File: src/smc_div_cell.sv
// ----------------------------------------------------------------------------
// smc_div_cell: one restoring-division cell
// Resolves one quotient bit and hands the partial result to the next cell.
// ----------------------------------------------------------------------------
`default_nettype none

module smc_div_cell #(
	parameter int unsigned NW = 8,
	parameter int unsigned DW = 8,
	parameter int unsigned TW = 8
) (
	input  wire logic          clk,
	input  wire logic          arst_n,
	input  wire logic          in_valid,
	output logic               in_ready,
	input  wire logic [NW-1:0] in_num,
	input  wire logic [DW-1:0] in_den,
	input  wire logic [DW-1:0] in_rem,
	input  wire logic [NW-1:0] in_quo,
	input  wire logic [TW-1:0] in_tag,
	output logic               out_valid,
	input  wire logic          out_ready,
	output logic [NW-1:0]      out_num,
	output logic [DW-1:0]      out_den,
	output logic [DW-1:0]      out_rem,
	output logic [NW-1:0]      out_quo,
	output logic [TW-1:0]      out_tag
);

	logic          valid_q;
	logic [DW:0]   trial;
	logic [DW:0]   diff;
	logic          fits;

	// shift in the next dividend bit, subtract when the divisor fits
	assign trial    = {in_rem, in_num[NW-1]};
	assign fits     = trial >= {1'b0, in_den};
	assign diff     = trial - {1'b0, in_den};
	assign in_ready = !valid_q || out_ready;

	always_ff @(posedge clk or negedge arst_n) begin
		if (!arst_n) begin
			valid_q <= 1'b0;
		end else if (in_ready) begin
			valid_q <= in_valid;
		end
	end

	always_ff @(posedge clk) begin
		if (in_ready && in_valid) begin
			out_num <= {in_num[NW-2:0], 1'b0};
			out_den <= in_den;
			out_rem <= fits ? diff[DW-1:0] : trial[DW-1:0];
			out_quo <= {in_quo[NW-2:0], fits};
			out_tag <= in_tag;
		end
	end

	assign out_valid = valid_q;

endmodule

`default_nettype wire

File: src/smc_div_chain.sv
// ----------------------------------------------------------------------------
// smc_div_chain: row of division cells
// NW cells in a row, one quotient bit each; one item per cycle unless stalled.
// ----------------------------------------------------------------------------
`default_nettype none

module smc_div_chain #(
	parameter int unsigned NW = 8,
	parameter int unsigned DW = 8,
	parameter int unsigned TW = 8
) (
	input  wire logic          clk,
	input  wire logic          arst_n,
	input  wire logic          in_valid,
	output logic               in_ready,
	input  wire logic [NW-1:0] in_num,
	input  wire logic [DW-1:0] in_den,
	input  wire logic [TW-1:0] in_tag,
	output logic               out_valid,
	input  wire logic          out_ready,
	output logic [NW-1:0]      out_quo,
	output logic [DW-1:0]      out_den,
	output logic [TW-1:0]      out_tag
);

	logic          v_a   [0:NW];
	logic          r_a   [0:NW];
	logic [NW-1:0] num_a [0:NW];
	logic [DW-1:0] den_a [0:NW];
	logic [DW-1:0] rem_a [0:NW];
	logic [NW-1:0] quo_a [0:NW];
	logic [TW-1:0] tag_a [0:NW];

	assign v_a[0]   = in_valid;
	assign in_ready = r_a[0];
	assign num_a[0] = in_num;
	assign den_a[0] = in_den;
	assign rem_a[0] = '0;
	assign quo_a[0] = '0;
	assign tag_a[0] = in_tag;

	for (genvar i = 0; i < NW; i++) begin : g_cell
		smc_div_cell #(.NW(NW), .DW(DW), .TW(TW)) u_cell (
			.clk       (clk),
			.arst_n    (arst_n),
			.in_valid  (v_a[i]),
			.in_ready  (r_a[i]),
			.in_num    (num_a[i]),
			.in_den    (den_a[i]),
			.in_rem    (rem_a[i]),
			.in_quo    (quo_a[i]),
			.in_tag    (tag_a[i]),
			.out_valid (v_a[i+1]),
			.out_ready (r_a[i+1]),
			.out_num   (num_a[i+1]),
			.out_den   (den_a[i+1]),
			.out_rem   (rem_a[i+1]),
			.out_quo   (quo_a[i+1]),
			.out_tag   (tag_a[i+1])
		);
	end

	assign r_a[NW]   = out_ready;
	assign out_valid = v_a[NW];
	assign out_quo   = quo_a[NW];
	assign out_den   = den_a[NW];
	assign out_tag   = tag_a[NW];

endmodule

`default_nettype wire

File: config.mk
export PLATFORM = sky130hd
export DESIGN_NAME = smc_div_chain
export DESIGN_NICKNAME = d
export VERILOG_FILES = /design/src/smc_div_cell.sv /design/src/smc_div_chain.sv
export SDC_FILE = /design/constraint.sdc
export NUM_CORES = 1
export LEC_CHECK = 0
export BUFFER_PORTS_ARGS = -buffer_cell sky130_fd_sc_hd__buf_2
export CORE_ASPECT_RATIO = 1.2
export CORE_MARGIN = 5
export CORE_UTILIZATION = 60
export CTS_BUF_LIST = sky130_fd_sc_hd__clkbuf_8
export DETAILED_ROUTE_END_ITERATION = 16
export PLACE_DENSITY = 0.86
export RECOVER_POWER = 25
export SLEW_MARGIN = 20
export SYNTH_ARGS = -nofsm -noshare
export SYNTH_HDL_FRONTEND = slang
export SYNTH_SLANG_ARGS = --single-unit
File: constraint.sdc
create_clock -name clk -period 4.3 [get_ports clk]
set_input_delay 0 -clock clk [delete_from_list [all_inputs] [get_ports clk]]
set_output_delay 0 -clock clk [all_outputs]
set_load 0.01 [all_outputs]
* Word-level counts from Yosys, hierarchy flattened *
Cells that the tools add are included.

storage, ports and cells
  register bits after elaboration = 256

operators by class
  reduce and logical (&&, ||, !) cells = 24
  $add $sub $neg = 7
  mux-type cells = 7
  order comparisons = 8

operators with widths
  kind                                            number
  9-bit by 8-bit >= comparator with 1-bit output  7
  8-bit two-way mux                               6
  8-bit subtractor                                6
  1-bit by 8-bit >= comparator with 1-bit output  1
  1-bit logical AND                               8
  1-bit zero test                                 8
  1-bit logical OR                                8
  1-bit by 8-bit subtractor with 8-bit output     1
  1-bit two-way mux                               1

* Logic depth before layout (Yosys ltp) *
  word-level depth = 10
  mapped depth = 8
  depth with buffers taken out = 8

* Hierarchy *
A second synthesis with hierarchy kept.

unflattened totals
  cell total of the unflattened synthesis = 907
  area total of the unflattened synthesis = 14022.2 um2

modules (own cells, without submodules)
  module                                area an instance (um2)  sequential area each (um2)  cells each  times used
  smc_div_cell at g_cell[2].u_cell ...  1746.7                  1196.1                      114         5
  smc_div_cell at g_cell[0].u_cell ...  1765.4                  1196.1                      111         2
  smc_div_cell at g_cell[1].u_cell      1754.2                  1196.1                      114         1
  smc_div_chain                         3.8                     0.0                         1           1

* Least setup slack after synthesis *
OpenSTA, ideal clock, no wires.

  path kind = register -> register
  from = reg g_cell[7].u_cell.valid_q
  to = reg g_cell[6].u_cell.out_den[0], enable pin
  cell stages (with the launch flop) = 3
  setup slack = 0.863 ns
  arrival = 2.967 ns
  setup time = 0.470 ns
  buffers on the path = 0
  cell sequence = dfrtp_1 nor2b_1 a21boi_0

on the way
  cells in the longest elaborated chain, start to end = 4

ends and longest elaborated chain
  what                           line                RTL
  from (decl)                    smc_div_cell.sv:30  logic valid_q;
  from (signal assigned)         smc_div_cell.sv:45  valid_q <= in_valid;
  1-bit zero test                smc_div_cell.sv:39  assign in_ready = !valid_q || out_ready;
  1-bit logical OR (2 in a row)  smc_div_cell.sv:39
  1-bit logical AND              smc_div_cell.sv:50  if (in_ready && in_valid) begin
  to (signal assigned)           smc_div_cell.sv:52  out_den <= in_den;
  to (decl)                      smc_div_cell.sv:24  output logic [DW-1:0] out_den,

No other way between the ends.
A chain may end at the register's enable or synchronous reset.

* Worst setup path after layout *
  from = reg g_cell[1].u_cell.out_den[6]
  to = reg g_cell[2].u_cell.out_rem[5], data pin

on the way
  cells in the longest elaborated chain, start to end = 2

ends and longest elaborated chain
  what                                            line                RTL
  from (decl)                                     smc_div_cell.sv:24
  from (signal assigned)                          smc_div_cell.sv:52
  9-bit by 8-bit >= comparator with 1-bit output  smc_div_cell.sv:37  assign fits = trial >= {1'b0, in_den};
  8-bit two-way mux                               smc_div_cell.sv:53  out_rem <= fits ? diff[DW-1:0] : trial[DW-1:0];
  to (signal assigned)                            smc_div_cell.sv:53
  to (decl)                                       smc_div_cell.sv:25  output logic [DW-1:0] out_rem,

No other way between the ends.

==> results_dict.tcl <==
set metrics [dict create \
    async_flop_share_pct 3.13 \
    clock_power_share_pct 23.0 \
    finalWirelength_mm 17.8 \
    endpoint_kind "register" \
    overflow 0 \
    critPathRequiredTime_ns 4.50 \
    rows 54 \
    die_area_um2 21100 \
    syn_avg_cell_area_um2 15.0 \
    grt_use_total_pct 17.5 \
    syn_inst 733 \
    whs_ns 0.186 \
    antenna_cells 0 \
    grt_pass1_wl_mm 29.3 \
    synth_area_leaders "edfxtp_1, ha_1, inv_1" \
    yosys.area.top_type "edfxtp_1" \
    vias_per_cell 5.51 \
    period_needed_ns 2.58 \
    io_buffer_count 53 \
    clkSinkCount 256 \
    p_per_area_nw_per_um2 629 \
    place.gp.congestion 0.835 \
    comb_power_share_pct 28.3 \
    num_io_pins 54 \
    fin_crit_sh_pct 59.9 \
    timing.rr.end "g_cell[2].u_cell.out_rem[5]" \
    seqPwrFrac_pct 48.7 \
    r2r_slack_ns 1.72 \
    reg2regPathDepth 6 \
    synth_top_flop_cell "edfxtp_1" \
    clk_pin_slew_worst_paths_ns 0.06 \
    ys_seq_area_share_pct 69.7 \
    cp_slowest_cell "a221oi_4" \
    startpoint_type "register" \
    layout_common_cells "edfxtp_1, inv_1, ha_1" \
    coreArea_um2 18100 \
    min_to "g_cell[0].u_cell.out_num[2]" \
    die-width_um 133 \
    ys_ff_latch 256 \
    swShare_pct 30.4 \
    p_leak_nw 4.89 \
    cts_tree "yes" \
    synth_area_um2 11000 \
    crit_path_max_fanout 16 \
    synth_cell_types 48 \
    hold_viol 0 \
    max_slew.worst_pin.slew_ns 0.654 \
    clk_latency_ns 0.53 \
    peakVddDrop_mv 0.320 \
    fin_tns_setup_ns 0 \
    dpl.hpwl_mm 12.2 \
    initial_core_util_pct 60.6 \
    antenna_found_initial 0 \
    grt_util_met3_pct 3.69 \
    use_met1_pct 17.4 \
    maxCapViolCount 0 \
    root_buffer "clkbuf_8" \
    hold_start "in_num[1]" \
    nets 941 \
    cts_buffer_depth 3 \
    worstHoldPathType "input port to register" \
    crit_path_cell_trace "inv_1 -> ha_1 -> a21oi_1 -> o21ai_1 -> a221oi_4 -> o21ai_0" \
    area_delta_synth_final_pct 13.7 \
    grt_pass1_vias 6296 \
    setup_viol 0 \
    cts_buffers 39 \
    grt_max_degree 33 \
    final_common_cell "edfxtp_1" \
    ctsResizeCount 0 \
    cp.arrival_ns 2.78 \
    drc 0 \
    yosys_warnings 0 \
    vias 6068 \
    wire_per_inst_um 16.2 \
    slew_viol_final 0 \
    max_stage_delay_ns 0.65 \
    internal_power_w 0.00545 \
    cp-startpoint "g_cell[1].u_cell.out_den[6]" \
    syn-num-nets 825 \
    htreeDepth 2 \
    reg2reg_from "g_cell[1].u_cell.out_den[6]" \
    use_met2_pct 35.0 \
    fin_skew_ns 0.0251 \
    grt_most_used_layer "met2" \
    status "finished, final reports clean" \
    drt_first_pass_iters 4 \
    clock.fmax_ghz 0.388 \
    switching_power_w 0.00239 \
    rsz0062_at_grt "false" \
    initialDrtViolationCount 326 \
    synth_edf_count 248 \
    drive_gt1_share_pct 14.9 \
    yosysTopAreaCellShare_pct 67.9 \
    postRouteAntennaNets 0 \
    critPathKind "register to register" \
    holdPathStages 2 \
    maxSlewHeadroom_pct 56.3 \
    die_y_um 158 \
]
cell usage after synthesis (3+ instances only):
master    count
nor2_1       14
a21boi_0      5
a31o_2        4
and4_1        4
o21ai_0      48
nand3b_1      4
a21o_1       11
and2_1       14
o21a_1       10
o21ai_1       5
nor2b_1      10
a221oi_4      4
o31ai_1       8
xor2_1       12
nand2_1      44
or2_2         6
ha_1         58
mux2i_1       4
fa_1          6
a211oi_1      9
nor3_1        8
xnor2_1       8
a31oi_1       3
inv_1        77
dfrtp_1       8
buf_4        12
nand2b_1     15
a21oi_1      31
edfxtp_1    248
nand3_1       8
o22a_1        4
mux2_2       10
final cells by class:
type | count | area, um2
Multi-Input combinational cell | 387 | 2950
Clock inverter | 25 | 108
Fill cell | 1158 | 5640
Inverter | 77 | 289
Clock buffer | 44 | 606
Timing Repair Buffer | 88 | 588
Sequential cell | 256 | 7650
Tap cell | 224 | 280
power groups by stage:
stage / clock (W) / combinational, W / sequential [W]
final: 0.00180 / 0.00222 / 0.00382
after global routing: 0.00197 / 0.00247 / 0.00388
after CTS: 0.00185 / 0.00222 / 0.00383
after detailed placement: 0 / 0.00218 / 0.00387
after global placement: 0 / 0.00208 / 0.00383
after floorplan: 0 / 0.00169 / 0.00381
state kept, by name (all words and copies together), names as in the netlist:
register,flops
g_cell.u_cell.out_den,64
g_cell.u_cell.out_num,28
g_cell.u_cell.out_quo,36
g_cell.u_cell.out_rem,56
g_cell.u_cell.out_tag,64
g_cell.u_cell.out_valid,8
worst max path at each step:
stage / endpoint / depth (start not counted)
final: g_cell[2].u_cell.out_rem[5] / 6
after global routing: g_cell[2].u_cell.out_rem[5] / 6
after CTS: g_cell[2].u_cell.out_rem[5] / 6
after detailed placement: g_cell[2].u_cell.out_rem[5] / 6
after global placement: g_cell[2].u_cell.out_rem[5] / 6
after floorplan: g_cell[6].u_cell.out_den[0] / 2
cell families after synthesis:
kind of cell / share of synthesized area, %
muxes: 1.39
and+or+nand+nor: 6.42
DFF: 69.7
adders and majority gates: 7.71
buffers and inverters: 3.49
AOI/OAI and AO/OA: 9.64
xor gates and xnor gates: 1.60
through the flow:
step | worst slack (ns) | instances | cell area, um2 | total power [W] | utilization [%]
2_1_floorplan | 0.863 | 733 | 11000 | 0.00551 | -
3_3_place_gp | 1.84 | 1004 | 11500 | 0.00592 | 63.4
3_5_place_dp | 1.78 | 1004 | 11500 | 0.00605 | 63.4
4_1_cts | 1.75 | 1101 | 12500 | 0.00789 | 68.9
5_1_grt | 1.57 | 1101 | 12500 | 0.00832 | 68.9
6_report | 1.72 | 1101 | 12500 | 0.00784 | 68.9
worst max-delay path, delay by kind of cell (launching register included):
kind	cells	cell delay, ns
flops	1	0.42
compound gates	4	1.41
fa+ha+maj	1	0.36
buf+inv	1	0.06
timing repair:
item	in CTS	in global routing
setup buffers	0	0
endpoints found under the hold margin	43	0
hold buffers	28	0
endpoints found under the setup margin	0	0
per-layer routing:
layer,vias to the layer above,part of all wire [%]
met1,2920,36
met3,43,4.3
li1,2957,-
met2,148,56
met5,-,0
met4,0,3.3
No activity file was read; power rests on OpenSTA's default activity.
